<file path="config.mk">
export PLATFORM = sky130hd
export DESIGN_NAME = wgm_closure
export DESIGN_NICKNAME = d
export VERILOG_FILES = /design/src/rtl/wgm_pkg.sv /design/src/rtl/wgm_closure.sv
export SDC_FILE = /design/constraint.sdc
export NUM_CORES = 1
export LEC_CHECK = 0
export ABC_AREA = 0
export BUFFER_PORTS_ARGS = -buffer_cell sky130_fd_sc_hd__buf_2
export CORE_ASPECT_RATIO = 0.75
export CORE_MARGIN = 1.5
export CORE_UTILIZATION = 36
export DETAILED_ROUTE_END_ITERATION = 16
export PLACE_DENSITY = 0.85
export SKIP_LAST_GASP = 1
export SYNTH_ARGS = -nofsm -noshare
export SYNTH_HDL_FRONTEND = slang
export SYNTH_SLANG_ARGS = --single-unit
export TNS_END_PERCENT = 30
</file>
<file path="constraint.sdc">
create_clock -name vclk -period 2.8
set_clock_uncertainty 0.05 [all_clocks]
set_input_delay 0.56 -clock vclk [all_inputs]
set_output_delay 0.56 -clock vclk [all_outputs]
set_load 0.02 [all_outputs]
</file>
<file path="src/rtl/wgm_pkg.sv">
// Shared types, constants and helpers for the wildcard name matcher.
// No dependencies; every other file of the block imports it.
package wgm_pkg;

   localparam int PATTERN_MAX_DEFAULT = 32;
   localparam int PATTERN_STORE_BYTES = 32;   // bytes held by the four pattern words
   localparam int PATTERN_WORDS       = 4;
   localparam int BYTE_W              = 8;
   localparam int CSR_DATA_W          = 64;
   localparam int CSR_INDEX_W         = 3;
   localparam int LEN_REG_W           = 6;

   localparam logic [BYTE_W-1:0] CHAR_QUESTION = 8'h3F;
   localparam logic [BYTE_W-1:0] CHAR_STAR     = 8'h2A;
   localparam logic [BYTE_W-1:0] CHAR_LESS     = 8'h3C;
   localparam logic [BYTE_W-1:0] CHAR_DOT      = 8'h2E;
   localparam logic [BYTE_W-1:0] CHAR_UPPER_A  = 8'h41;
   localparam logic [BYTE_W-1:0] CHAR_UPPER_Z  = 8'h5A;
   localparam logic [BYTE_W-1:0] CASE_OFFSET   = 8'h20;

   typedef enum logic [CSR_INDEX_W-1:0] {
      CSR_PAT_0_7   = 3'd0,
      CSR_PAT_8_15  = 3'd1,
      CSR_PAT_16_23 = 3'd2,
      CSR_PAT_24_31 = 3'd3,
      CSR_PAT_LEN   = 3'd4,
      CSR_ICASE     = 3'd5
   } csr_index_type;

   // per-name bookkeeping for the no-extension pattern
   typedef struct packed {
      logic       dot_seen;
      logic       only_dots;
      logic [1:0] len_sat;
   } name_flags_type;

   localparam name_flags_type NAME_FLAGS_START = '{dot_seen: 1'b0, only_dots: 1'b1,
                                                   len_sat: 2'd0};
   localparam logic [1:0] LEN_SAT_MAX = 2'd3;

   // ASCII letter folding, only A-Z move
   function automatic logic [BYTE_W-1:0] fold_byte(input logic [BYTE_W-1:0] c,
                                                  input logic icase);
      logic [BYTE_W-1:0] r;
      r = c;
      if (icase && c >= CHAR_UPPER_A && c <= CHAR_UPPER_Z) begin
         r = c + CASE_OFFSET;
      end
      return r;
   endfunction

endpackage

</file>
<file path="src/rtl/wgm_closure.sv">
// Star closure over pattern positions as a log-depth prefix network.
// Depends on wgm_pkg.
module wgm_closure import wgm_pkg::*; #(
   parameter int PATTERN_MAX = PATTERN_MAX_DEFAULT
) (
   input  logic [PATTERN_MAX:0]   seed,
   input  logic [PATTERN_MAX-1:0] star_mask,   // live star at each position
   output logic [PATTERN_MAX:0]   closed
);

   localparam int NPOS   = PATTERN_MAX + 1;
   localparam int LEVELS = (NPOS > 1) ? $clog2(NPOS) : 1;

   logic [NPOS-1:0] g_lvl [LEVELS+1];
   logic [NPOS-1:0] p_lvl [LEVELS+1];

   // position j inherits from j-1 when j-1 is a live star
   always_comb begin
      g_lvl[0] = seed;
      p_lvl[0] = {star_mask, 1'b0};
      for (int d = 0; d < LEVELS; d++) begin
         for (int j = 0; j < NPOS; j++) begin
            if (j >= (1 << d)) begin
               g_lvl[d+1][j] = g_lvl[d][j] | (p_lvl[d][j] & g_lvl[d][j - (1 << d)]);
               p_lvl[d+1][j] = p_lvl[d][j] & p_lvl[d][j - (1 << d)];
            end else begin
               g_lvl[d+1][j] = g_lvl[d][j];
               p_lvl[d+1][j] = 1'b0;
            end
         end
      end
   end

   assign closed = g_lvl[LEVELS];

endmodule

</file>
Word level (Yosys, flattened, before mapping):

Index checks and enable logic that the tools add are counted.

* bitwise operators: 373

Operators with widths (number)
* bitwise AND 1 bit: 238
* bitwise OR 1 bit: 135

* register bits: 0
* input port bits: 65
* logic and storage cells: 373
* output and inout bits: 33

Longest topological paths before layout:

Gate-level depths: netlist of the first run.

* depth in word-level cells: 11
* mapped depth: 7
* gate-level depth less buffers: 7

Worst setup path after synthesis of the first run:

No wires, ideal clock.

* path type: input port to output port
* start point: input port seed[0]
* end point: output port closed[31]
* data arrival time: 2343 ps
* setup slack: -153 ps
* cell stages on the path: 6
* data required time: 2190 ps
* path through: a21o_1 a31o_4 o211ai_1 a21oi_2 o21ai_2 o41ai_1

* cells in the longest elaborated chain, start to end: 10

RTL lines
* from (decl): line wgm_closure.sv:6 `input logic [PATTERN_MAX:0] seed,`
* bitwise AND 1 bit: line wgm_closure.sv:24 `g_lvl[d+1][j] = g_lvl[d][j] | (p_lvl[d][j] & g_lvl[d][j - (1 << d)]);`
* bitwise OR 1 bit: line wgm_closure.sv:24
* bitwise AND 1 bit: line wgm_closure.sv:24
* bitwise OR 1 bit: line wgm_closure.sv:24
* bitwise AND 1 bit: line wgm_closure.sv:24
* bitwise OR 1 bit: line wgm_closure.sv:24
* bitwise AND 1 bit: line wgm_closure.sv:24
* bitwise OR 1 bit: line wgm_closure.sv:24
* bitwise AND 1 bit: line wgm_closure.sv:24
* bitwise OR 1 bit: line wgm_closure.sv:24
* to (decl): line wgm_closure.sv:8 `output logic [PATTERN_MAX:0] closed`

Every way passes these cells.

Worst setup path after layout of the first run:

* start point: input port seed[0]
* end point: output port closed[19]

* cells in the longest elaborated chain, start to end: 6

RTL lines (line)
* bitwise AND 1 bit: wgm_closure.sv:24
* bitwise OR 1 bit: wgm_closure.sv:24
* bitwise AND 1 bit: wgm_closure.sv:24
* bitwise OR 1 bit: wgm_closure.sv:24
* bitwise AND 1 bit: wgm_closure.sv:24
* bitwise OR 1 bit: wgm_closure.sv:24

Every way passes these cells.

==> results.cfg, run 1 <==
[run_status]
outcome = finished with violations
violations = negative setup slack

[route]
met1Wirelength_um = 1460
wirelength_um = 3170
routed-wl-met2_um = 1530
dr.pass1.iters = 4
routedWlPerCell_um = 11.6
drc_errors = 0
routed_via_density = 5.29
vias = 1450
highest_layer = met4
drt_iter0_drc = 98
final_antenna_net_count = 0
wl_met3_um = 185

[worst_setup_path]
worst_path_largest_cell_delay_ps = 350
worst_setup_path_end_kind = output pin
cp.buffers_inverters = 2
cpMaxStageDelayCell = a221o_1
critPathRequiredTime_ps = 2190
path_cells = buf_2 -> a21o_1 -> a31o_4 -> o21ai_4 -> a31oi_2 -> a221o_1 -> a221o_1 -> buf_2
worstSetupPathType = input pin to output pin
crit_family = compound AO/OA/AOI/OAI gates
cp_max_fo = 3
arrival_ps = 2200
cp-start-kind = input pin

[finish]
final_cells = 274
drive_above_1_share = 0.504
nFillCells = 226
nets = 307
fin_util = 0.642
areaGrowthSynthToFinish_pct = 71.0
nClkBuffers = 0
flops_and_latches = 0
diodes = 0
regArea_um2 = 0

[logic_synthesis]
synth_top_area_share = 0.141
yosys-top-cells-count = 17 x nand2_1, 16 x a21o_1, 13 x a21oi_1
yosys.cell_count.top_type = nand2_1
syn_nets = 203
synth_area_leaders = a21o_1 14%, a21oi_1 7.6%, nand2_1 7.5%
ys_types = 45
synth.avg_cell_area_um2 = 6.18
syn_inst = 138
yosysSeqAreaShare = 0
synth_area_um2 = 853
ys_warn_count = 0
yosysTopAreaCell = a21o_1

[power_and_ir_drop]
powerDensity_nw_per_um2 = 180
intPower_mw = 0.111
p_leak_nw = 0.749
p_seq_frac = 0
swShare = 0.577
pwr-share-comb = 1.000
power_frac_clock = 0
ir_drop_mv = 0.107
switching_power_mw = 0.151

[die]
fp.dieH_um = 45.2
start_util = 0.376
num_io_pins = 98
die_w_um = 59.2
core_um2 = 2270
rows = 15
dieArea_um2 = 2670

[sta]
setup_violations = 1
worst_pin_slew_ps = 403
fin_crit_sh = 1.00
fin_ws_ps = -5.96
slew_headroom = 0.730
slew_violations = 0
fmax_ghz = 0.356
period_minus_slack_ps = 2810
setup_tns_ps = -5.96
whs_ps = 1300
rsz0062_at_grt = yes
hold_viol = 0

[place]
pre_cts_ws_ps = -61.8
numPortBuffers = 98
gp_congestion = 0.855
dp_hpwl_um = 2780
placedCellCount = 272

[min_path]
hp-class = input pin to output pin

[grt]
grt_pass1_vias = 1175
grt_max_degree = 10
overflow = 0
antenna_found_initial = 0
grt_usage = 0.214
grt_pass1_wl_um = 4690

[job]
maxCapViolCount = 0
## worst paths after layout
kind                  slack [ps]     from  cells past startpoint    endpoint
worst max-delay path          -6  seed[0]                      8  closed[19]
worst min-delay path        1300  seed[0]                      2   closed[0]
## power by group through the flow
stage / sequential, mW / clock (mW) / combinational, mW
2_1_floorplan: 0 / 0 / 0.136
3_3_place_gp: 0 / 0 / 0.251
3_5_place_dp: 0 / 0 / 0.254
5_1_grt: 0 / 0 / 0.285
6_report: 0 / 0 / 0.262
4_1_cts: 0 / 0 / 0.256
## layout make-up
cell class                      count  area, µm²  share of cell area
Multi-Input combinational cell    128        852               0.584
Timing Repair Buffer              103        531               0.364
Tap cell                           34       42.5              0.0292
Inverter                            9       33.8              0.0232
## cell families after synthesis
kind of cell    after synthesis  share of synthesized area
compound gates               75                      0.644
simple gates                 52                      0.304
buf+inv                      11                     0.0528
## cells in the final DEF, fill, tap and decap left out, types with 4 or more instances in the layout
| cell type | n |
|---|---|
| buf_4 | 6 |
| nand3_1 | 5 |
| nand4_1 | 4 |
| nor2_1 | 10 |
| a21o_1 | 16 |
| o21ai_0 | 9 |
| inv_1 | 8 |
| nand2_1 | 16 |
| a21oi_1 | 13 |
| and3_1 | 4 |
| buf_2 | 97 |
## routing by layer
| layer | up-vias | global-route usage |
|---|---|---|
| li1 | 744 | - |
| met1 | 650 | 0.284 |
| met2 | 54 | 0.404 |
| met3 | 2 | 0.0115 |
| met4 | 0 | 0 |
| met5 | - | 0 |
## per-stage QoR
stage | power (mW) | area (µm²)
final | 0.262 | 1460
after global routing | 0.285 | 1460
after CTS | 0.256 | 1420
after detailed placement | 0.254 | 1410
after global placement | 0.251 | 1410
after floorplan | 0.136 | 861
## timing repair
action                                  4_1_cts  5_1_grt
cloned                                        0        1
hold buffers                                  0        0
pin swaps                                     0        5
resized for setup                             1        6
setup buffers                                 0        1
endpoints found under the setup margin        9       14
Power figures use the tool's default switching activity.
==> inputs of run 2 (changes only) <==
- CORE_UTILIZATION: 36 -> 32
- PLACE_DENSITY: 0.85 -> 0.8
- clock period: 2.8 -> 2.25 ns (I/O delays scaled with it)
==> results.cfg, run 2 (synthesis results as in run 1) <==
[grt]
grt_max_degree = 10
antenna_found_initial = 0
grt_pass1_vias = 1514
met1_usage = 0.322
overflow = 0
grt_usage = 0.262
busiest_layer = met2
met3_usage = 0.00706
grtUsageMet2 = 0.523
grt_pass1_wl_um = 6330

[finish]
areaGrowthSynthToFinish_pct = 129
diodes = 0
flops_and_latches = 0
nets = 348
drive_above_1_share = 0.594
regArea_um2 = 0
final_cells = 315
final_common_cell = buf_2
nFillCells = 169
nClkBuffers = 0
mostFrequentLayoutCells = 86 x buf_2, 46 x buf_4, 17 x nand2_1, 15 x a21o_1, 12 x a21oi_1
final_area_um2 = 1950

[route]
routed_via_density = 5.47
wirelength_um = 4610
drc_errors = 0
vias = 1724
dr.pass1.iters = 4
routedWlPerCell_um = 14.6
final_antenna_net_count = 0
drt_iter0_drc = 86

[min_path]
hp-class = input pin to output pin
worstHoldPathCells = 2

[die]
start_util = 0.355
fp.dieH_um = 47.7
rows = 15
num_io_pins = 98
core_um2 = 2400
die_w_um = 62.6
dieArea_um2 = 2990

[sta]
worst_pin_slew_ps = 363
slew_violations = 0
setup_tns_ps = -5140
hold_viol = 0
rsz0062_at_grt = yes
slew_headroom = 0.755
setup_violations = 20
fin_crit_sh = 1.15
whs_ps = 1070
fin_ws_ps = -340
period_minus_slack_ps = 2590
fmax_ghz = 0.386

[worst_setup_path]
cp_max_fo = 5
path_cells = buf_6 -> and3_4 -> a31o_4 -> o211ai_1 -> a21oi_2 -> o21ai_4 -> buf_12 -> o221ai_2 -> buf_4
cp.buffers_inverters = 3
cp-start-kind = input pin
crit_family = compound AO/OA/AOI/OAI gates
worstSetupPathType = input pin to output pin
critPathRequiredTime_ps = 1750
arrival_ps = 2090
worst_path_largest_cell_delay_ps = 320
worst_setup_path_end_kind = output pin
cpMaxStageDelayCell = o211ai_1
path_depth = 9

[run_status]
outcome = finished with violations
violations = negative setup slack

[place]
dp_hpwl_um = 3360
placed_area_um2 = 1770
gp_congestion = 0.862
placedCellCount = 309
numPortBuffers = 98

[power_and_ir_drop]
powerDensity_nw_per_um2 = 227
ir_drop_mv = 0.161
p_leak_nw = 1.00

[job]
maxCapViolCount = 0
run 2: metrics by stage:
step | power [mW] | setup slack (ps) | util
after detailed placement | 0.386 | -439 | 0.736
after global routing | 0.474 | -402 | 0.813
after CTS | 0.407 | -309 | 0.770
final | 0.443 | -340 | 0.813
after floorplan | 0.183 | -277 | -
after global placement | 0.379 | -384 | 0.736
run 2: layer usage:
metal | wire length (µm) | vias up
met1 | 1860 | 770
li1 | - | 827
met3 | 292 | 30
met5 | 0 | -
met2 | 2260 | 97
met4 | 202 | 0
run 2: worst paths after layout:
kind	from	endpoint
max	star_mask[1]	closed[26]
min	seed[0]	closed[0]
run 2: cell type report:
cell class,count,area [µm²],area share
Tap cell,34,42.5,0.0218
Timing Repair Buffer,145,953,0.488
Multi-Input combinational cell,127,923,0.473
Inverter,9,33.8,0.0173
run 2: timing repair:
action / in CTS / in global routing
pin swaps: 7 / 11
buffers inserted: 3 / 2
gates resized for setup: 11 / 16
setup endpoints to repair: 20 / 21
hold buffers: 0 / 0
cloned: 0 / 1
run 2: power by group:
group	total, mW	internal, mW	switching, mW
logic	0.443	0.216	0.227
clock network	0	0	0
registers	0	0	0
total	0.443	0.216	0.227
