## src/rtl/wgm_pkg.sv

```systemverilog
// Shared types, constants and helpers for the wildcard name matcher.
// No dependencies; every other file of the block imports it.
package wgm_pkg;

   localparam int PATTERN_MAX_DEFAULT = 32;
   localparam int PATTERN_STORE_BYTES = 32;   // bytes held by the four pattern words
   localparam int PATTERN_WORDS       = 4;
   localparam int BYTE_W              = 8;
   localparam int CSR_DATA_W          = 64;
   localparam int CSR_INDEX_W         = 3;
   localparam int LEN_REG_W           = 6;

   localparam logic [BYTE_W-1:0] CHAR_QUESTION = 8'h3F;
   localparam logic [BYTE_W-1:0] CHAR_STAR     = 8'h2A;
   localparam logic [BYTE_W-1:0] CHAR_LESS     = 8'h3C;
   localparam logic [BYTE_W-1:0] CHAR_DOT      = 8'h2E;
   localparam logic [BYTE_W-1:0] CHAR_UPPER_A  = 8'h41;
   localparam logic [BYTE_W-1:0] CHAR_UPPER_Z  = 8'h5A;
   localparam logic [BYTE_W-1:0] CASE_OFFSET   = 8'h20;

   typedef enum logic [CSR_INDEX_W-1:0] {
      CSR_PAT_0_7   = 3'd0,
      CSR_PAT_8_15  = 3'd1,
      CSR_PAT_16_23 = 3'd2,
      CSR_PAT_24_31 = 3'd3,
      CSR_PAT_LEN   = 3'd4,
      CSR_ICASE     = 3'd5
   } csr_index_type;

   // per-name bookkeeping for the no-extension pattern
   typedef struct packed {
      logic       dot_seen;
      logic       only_dots;
      logic [1:0] len_sat;
   } name_flags_type;

   localparam name_flags_type NAME_FLAGS_START = '{dot_seen: 1'b0, only_dots: 1'b1,
                                                   len_sat: 2'd0};
   localparam logic [1:0] LEN_SAT_MAX = 2'd3;

   // ASCII letter folding, only A-Z move
   function automatic logic [BYTE_W-1:0] fold_byte(input logic [BYTE_W-1:0] c,
                                                  input logic icase);
      logic [BYTE_W-1:0] r;
      r = c;
      if (icase && c >= CHAR_UPPER_A && c <= CHAR_UPPER_Z) begin
         r = c + CASE_OFFSET;
      end
      return r;
   endfunction

endpackage

```

## src/rtl/wgm_closure.sv

```systemverilog
// Star closure over pattern positions as a log-depth prefix network.
// Depends on wgm_pkg.
module wgm_closure import wgm_pkg::*; #(
   parameter int PATTERN_MAX = PATTERN_MAX_DEFAULT
) (
   input  logic [PATTERN_MAX:0]   seed,
   input  logic [PATTERN_MAX-1:0] star_mask,   // live star at each position
   output logic [PATTERN_MAX:0]   closed
);

   localparam int NPOS   = PATTERN_MAX + 1;
   localparam int LEVELS = (NPOS > 1) ? $clog2(NPOS) : 1;

   logic [NPOS-1:0] g_lvl [LEVELS+1];
   logic [NPOS-1:0] p_lvl [LEVELS+1];

   // position j inherits from j-1 when j-1 is a live star
   always_comb begin
      g_lvl[0] = seed;
      p_lvl[0] = {star_mask, 1'b0};
      for (int d = 0; d < LEVELS; d++) begin
         for (int j = 0; j < NPOS; j++) begin
            if (j >= (1 << d)) begin
               g_lvl[d+1][j] = g_lvl[d][j] | (p_lvl[d][j] & g_lvl[d][j - (1 << d)]);
               p_lvl[d+1][j] = p_lvl[d][j] & p_lvl[d][j - (1 << d)];
            end else begin
               g_lvl[d+1][j] = g_lvl[d][j];
               p_lvl[d+1][j] = 1'b0;
            end
         end
      end
   end

   assign closed = g_lvl[LEVELS];

endmodule

```

## src/rtl/wgm_step.sv

```systemverilog
// One name byte through the position NFA: transitions then star closure.
// Depends on wgm_pkg and wgm_closure.
module wgm_step import wgm_pkg::*; #(
   parameter int PATTERN_MAX = PATTERN_MAX_DEFAULT
) (
   input  logic [PATTERN_MAX:0]               cur_active,
   input  logic [PATTERN_MAX-1:0]             live,
   input  logic [PATTERN_MAX-1:0]             star_mask,
   input  logic [PATTERN_MAX-1:0][BYTE_W-1:0] pat_bytes,
   input  logic [BYTE_W-1:0]                  name_byte,
   input  logic                               icase,
   output logic [PATTERN_MAX:0]               next_active
);

   logic [PATTERN_MAX:0]   seed;
   logic [PATTERN_MAX-1:0] hit;
   logic [BYTE_W-1:0]      name_folded;

   assign name_folded = fold_byte(name_byte, icase);

   always_comb begin
      for (int i = 0; i < PATTERN_MAX; i++) begin
         hit[i] = (pat_bytes[i] == CHAR_QUESTION) ||
                  (fold_byte(pat_bytes[i], icase) == name_folded);
      end
   end

   // a star keeps its position, anything else that hits moves one on
   always_comb begin
      seed = '0;
      for (int i = 0; i < PATTERN_MAX; i++) begin
         if (cur_active[i] && live[i]) begin
            if (star_mask[i]) begin
               seed[i] = 1'b1;
            end else if (hit[i]) begin
               seed[i+1] = 1'b1;
            end
         end
      end
   end

   wgm_closure #(.PATTERN_MAX(PATTERN_MAX)) u_closure (
      .seed      (seed),
      .star_mask (star_mask),
      .closed    (next_active)
   );

endmodule

```

## config.mk

```make
export PLATFORM = sky130hd
export DESIGN_NAME = wgm_step
export DESIGN_NICKNAME = d
export VERILOG_FILES = /design/src/rtl/wgm_pkg.sv /design/src/rtl/wgm_closure.sv /design/src/rtl/wgm_step.sv
export SDC_FILE = /design/constraint.sdc
export NUM_CORES = 1
export LEC_CHECK = 0
export ABC_AREA = 1
export BUFFER_PORTS_ARGS = -buffer_cell sky130_fd_sc_hd__buf_4
export CORE_MARGIN = 5
export CORE_UTILIZATION = 35
export DETAILED_ROUTE_END_ITERATION = 16
export GPL_TIMING_DRIVEN = 0
export MAX_ROUTING_LAYER = met4
export SLEW_MARGIN = 20
export SYNTH_ARGS = -nofsm -noshare
export SYNTH_HDL_FRONTEND = slang
export SYNTH_HIERARCHICAL = 1
export SYNTH_SLANG_ARGS = --single-unit
```

## constraint.sdc

```tcl
create_clock -name vclk -period 2.37
set_input_delay 0.3555 -clock vclk [all_inputs]
set_output_delay 0.3555 -clock vclk [all_outputs]
set_load 0.1 [all_outputs]
```

# --- Word-level counts from Yosys, hierarchy flattened ---
# Cells that the tools add are included.
# W data, S select, Z words.
word_totals:
  reg_bits: 0
  input_bits: 362
  output_inout_bits: 33
op_classes:
  n_addsub: 33
  n_lt_le_gt_ge: 66
  eq_ne: 64
  mux: 161
  bitwise: 373
  n_reduce_logical: 130
ops:
  columns: ["op", "n"]
  rows:
  - ["$add A8 B6 Y8 const B", 33]
  - ["$ge A8 B7 Y1 const B", 33]
  - ["$le A8 B7 Y1 const B", 33]
  - ["$mux W8", 33]
  - ["$eq A8 B6 Y1 const B", 32]
  - ["$eq A8 B8 Y1", 32]
  - ["$and A1 B1 Y1", 238]
  - ["$or A1 B1 Y1", 135]
  - ["$logic_and A1 B1 Y1", 98]
  - ["$mux W1", 96]
  - ["$mux W2", 32]
  - ["$logic_or A1 B1 Y1", 32]

# --- Longest topological paths before layout ---
logic_depth:
  ltp_word: 78
  mapped_depth: 27

# --- Modules after synthesis ---
# The synthesis kept the hierarchy.
by_module_without_submodules:
  columns: ["module", "n_inst", "cells_each", "area_per_inst_um2", "seq_area_each_um2"]
  rows:
  - ["wgm_step", 1, 1891, 8863.5, 0.0]
  - ["wgm_closure", 1, 339, 1478.9, 0.0]

# --- Worst setup path before layout ---
# OpenSTA, ideal clock, no wires.
synth_timing:
  path_kind: "input port to output port"
  start: "input name_byte[2]"
  end: "output next_active[25]"
  arrival_time_ns: 4.768
  t_required_ns: 2.014
  path_slack_ns: -2.754
  path_stages: 20
  cell_sequence: "buf_6 > inv_4 > nand2_1 > nand2_1 > nand3_4 > o21ai_4 > buf_2 > a21oi_1 > nand3_1 > nand2_1 > nand2_1 > nand2_1 > inv_1 > nand2_2 > nand3_1 > nand3_1 > nand2_1 > nand2_1 > nand2_1 > nand3_1"
synth_via:
  word_cells_on_any_way: 206
  cone_classes: "add/sub: 1; order compare: 2; eq/ne: 25; mux: 102; bitwise: 49; reduce/logical: 27"
synth_lines:
  columns: ["item", "line", "source"]
  rows:
  - ["from (decl)", "wgm_step.sv:10", "input logic [BYTE_W-1:0] name_byte,"]
  - ["$ge A8 B7 Y1", "wgm_pkg.sv:46", "if (icase && c >= CHAR_UPPER_A && c <= CHAR_UPPER_Z) begin"]
  - ["$logic_and A1 B1 Y1 (2 in a row)", "wgm_pkg.sv:46", null]
  - ["$mux W8 *", "wgm_pkg.sv:46", null]
  - ["$eq A8 B8 Y1 *", "wgm_step.sv:24", "(fold_byte(pat_bytes[i], icase) == name_folded);"]
  - ["$logic_or A1 B1 Y1 *", "wgm_step.sv:23", "hit[i] = (pat_bytes[i] == CHAR_QUESTION) ||"]
  - ["$mux W1 *", "wgm_step.sv:35", "end else if (hit[i]) begin"]
  - ["$mux W1 *", "wgm_step.sv:33", "if (star_mask[i]) begin"]
  - ["$mux W2 *", "wgm_step.sv:32", "if (cur_active[i] && live[i]) begin"]
  - ["[... 2 more ...]", null, null]
  - ["via seed[1]", "wgm_step.sv:15", "logic [PATTERN_MAX:0] seed;"]
  - ["$or A1 B1 Y1 *", "wgm_closure.sv:24", "g_lvl[d+1][j] = g_lvl[d][j] | (p_lvl[d][j] & g_lvl[d][j - (1 << d)]);"]
  - ["via next_active[1]", "wgm_step.sv:12", "output logic [PATTERN_MAX:0] next_active"]
  - ["$and A1 B1 Y1 *", "wgm_closure.sv:24", null]
  - ["$or A1 B1 Y1 *", "wgm_closure.sv:24", null]
  - ["via next_active[9]", "wgm_step.sv:12", null]
  - ["$and A1 B1 Y1 *", "wgm_closure.sv:24", null]
  - ["$or A1 B1 Y1 *", "wgm_closure.sv:24", null]
  - ["to (decl)", "wgm_step.sv:12", null]
# The timed path passes the listed nets; every way through them passes the cells marked *.

# --- Worst setup path after layout ---
layout_timing:
  start: "input name_byte[0]"
  end: "output next_active[26]"
layout_via:
  word_cells_on_any_way: 214
  cone_classes: "add/sub: 1; order compare: 2; eq/ne: 26; mux: 106; bitwise: 51; reduce/logical: 28"
layout_lines:
  columns: ["item", "line"]
  rows:
  - ["$ge A8 B7 Y1", "wgm_pkg.sv:46"]
  - ["$logic_and A1 B1 Y1 (2 in a row)", "wgm_pkg.sv:46"]
  - ["$mux W8 *", "wgm_pkg.sv:46"]
  - ["$eq A8 B8 Y1 *", "wgm_step.sv:24"]
  - ["$logic_or A1 B1 Y1 *", "wgm_step.sv:23"]
  - ["$mux W1 *", "wgm_step.sv:35"]
  - ["$mux W1 *", "wgm_step.sv:33"]
  - ["$mux W2 *", "wgm_step.sv:32"]
  - ["[... 2 more ...]", null]
  - ["via seed[4]", "wgm_step.sv:15"]
  - ["$or A1 B1 Y1 *", "wgm_closure.sv:24"]
  - ["$and A1 B1 Y1 *", "wgm_closure.sv:24"]
  - ["$or A1 B1 Y1 *", "wgm_closure.sv:24"]
  - ["$and A1 B1 Y1 *", "wgm_closure.sv:24"]
  - ["$or A1 B1 Y1 * (2 in a row)", "wgm_closure.sv:24"]
  - ["$and A1 B1 Y1 *", "wgm_closure.sv:24"]
  - ["$or A1 B1 Y1 *", "wgm_closure.sv:24"]
# Marked as above.

==> run summary <==
outcome -> finished with violations
failing checks -> setup timing
crit end category -> output pin
Cell Area, Synth -> 10,340 um2
Worst-Margin Slew -> 611.3 ps
Req. time, crit path -> 2010 ps
CTS Hold Buffers Added -> 0
first-pass GRT wire length -> 83,090 um
Final setup viols -> 32
IO Pins -> 395
startpoint types -> input pin
seq_cells -> 0
GPL Wtd Cong -> 0.9742
Final Cycle Share -> 1.401
first drt pass iteration count -> 7
post-route ant nets -> 0
Die Span X -> 181.9 um
critical path type -> input pin to output pin
post-layout min period -> 3319 ps
Final TNS setup -> -24,860 ps
Net count, final -> 3,078
Pleak -> 0.008989 uW
sequential-to-total area share from yosys stat -> 0
overall die height -> 181.9 um
DR iter-0 viols -> 1,410
Initial Util -> 0.3518
Max FO, Critical Path -> 7
layout cells sized above 1 -> 0.2947
achievable clock frequency -> 301.3 MHz
core area -> 29,400 um2
die area -> 33,090 um2
most frequent cells in the layout -> nand2_1 (642), buf_4 (395), nor2_1 (346)
Synth Area per Inst -> 4.638 um2
Max-cap violations -> 0
most common cell after layout, fill and taps aside -> nand2_1
Critical Path AT -> 2960 ps
Final Max Slew Viols -> 0
total track usage -> 0.3213
final hold vios -> 0
Fin Hold WS -> 1276 ps
routed len/inst -> 18.28 um
smallest setup slack after layout -> -949.4 ps
via count -> 16,415
post-synthesis net count -> 2,625
Tot Pwr -> 3411 uW
vias in the first global route -> 15,035
power per cell area -> 201.7 nW/um2
largest net degree at the start of global routing -> 11
initial antenna violation count -> 8
number of synthesis warnings -> 6
Via density -> 5.330
clkbuf count -> 0
Mapped Cells -> 2,230
DRT Wirelength -> 56,300 um
row count -> 63
GRT overflow -> 0
Worst Hold Class -> input pin to output pin
DRC violations left -> 0
IR drop worst, VDD -> 0.09147 mV
area delta synth->final -> 63.50%
RSZ-0062 raised after global routing -> yes
Sequential Area -> 0 um2
Slew headroom -> 0.5893
Cell variety after synth -> 43
dpl hpwl -> 44,480 um
count of input and output buffers -> 389
-- layer usage --
layer,share of wire,GRT usage
met1,0.40,0.4080
met2,0.46,0.5178
met3,0.091,0.04708
met4,0.047,0.1186
met5,0,-
-- cell type report --
cell class | count | area, um2
fill | 2957 | 12490
multi-input combinational | 1873 | 10650
antenna | 9 | 22.52
buffer | 47 | 549.3
timing repair buffer | 451 | 3988
inverter | 310 | 1217
tap | 390 | 488.0
-- where the power goes --
group | total (uW) | switching [uW] | internal (uW)
logic | 3410 | 2010 | 1400
registers | 0 | 0 | 0
clock network | 0.000409 | 0 | 0.000409
-- worst paths after layout --
path	startpoint	endpoint	slack (ps)	cells past startpoint
worst min-delay path	star_mask[1]	next_active[2]	1280	5
worst max-delay path	name_byte[0]	next_active[26]	-950	24
-- critical path, cell delays in order --
cell,delay [ps]
buf_6,120
nand2_4,70
nand2_4,60
nand2_4,80
nand3_4,80
o21ai_4,270
buf_12,180
buf_12,130
nand3_1,80
nand2_1,60
inv_1,50
nand3_2,70
nand2_2,90
nand2_2,70
nand2_2,70
inv_2,70
nand2_4,60
a21oi_4,180
nand2_8,70
a21oi_4,210
clkinvlp_4,160
nand2_4,110
nand2_8,60
buf_12,170
-- stage by stage --
stage,instances,worst slack (ps),util,area (um2)
finish,3080,-949.4,0.5751,16910
global route,3079,-1079,0.5750,16910
CTS,3043,-878.6,0.5474,16100
detailed placement,3009,-1584,0.4902,14410
global placement,3009,-1599,0.4902,14410
floorplan,2230,-1418,-,11010
-- synthesized netlist by cell type, types with 3 or more instances --
library cell / n / area, um2
o2111ai_1: 11 / 96.34
inv_2: 7 / 26.28
nor4_1: 19 / 118.9
or2_2: 9 / 56.30
a31oi_1: 3 / 18.77
ha_1: 33 / 412.9
o21bai_1: 4 / 30.03
o21ai_0: 52 / 260.3
xnor2_1: 39 / 341.6
o211ai_1: 7 / 52.55
buf_4: 8 / 60.06
o22ai_1: 31 / 193.9
buf_2: 19 / 95.09
nand2_1: 763 / 2864
buf_6: 5 / 56.30
nand4_1: 63 / 394.1
nand3b_1: 10 / 75.07
nor2_2: 3 / 18.77
a21oi_2: 3 / 26.28
nor3_1: 73 / 365.4
clkbuf_1: 15 / 56.30
xor2_1: 48 / 420.4
nand3_1: 230 / 1151
nand2_2: 12 / 75.07
a21oi_1: 83 / 415.4
inv_1: 300 / 1126
nor2_1: 360 / 1351
-- repair_timing --
| item | 4_1_cts | 5_1_grt |
|---|---|---|
| gates cloned | 3 | 0 |
| buffers inserted | 31 | 31 |
| gates resized for setup | 356 | 154 |
| endpoints found under the setup margin | 32 | 32 |
| pin swaps | 56 | 122 |
-- kinds of logic (layout without fill, tap and decap cells) --
family | after synthesis | in the layout | synth area share
AO/OA/AOI/OAI | 200 | 200 | 0.1108
XOR/XNOR | 87 | 87 | 0.07368
adder cells (fa/ha/maj) | 33 | 33 | 0.03992
buffers and inverters | 357 | 808 | 0.1386
other | 0 | 9 | 0
AND/OR/NAND/NOR | 1553 | 1553 | 0.6369
(Power assumes the default switching activity.)
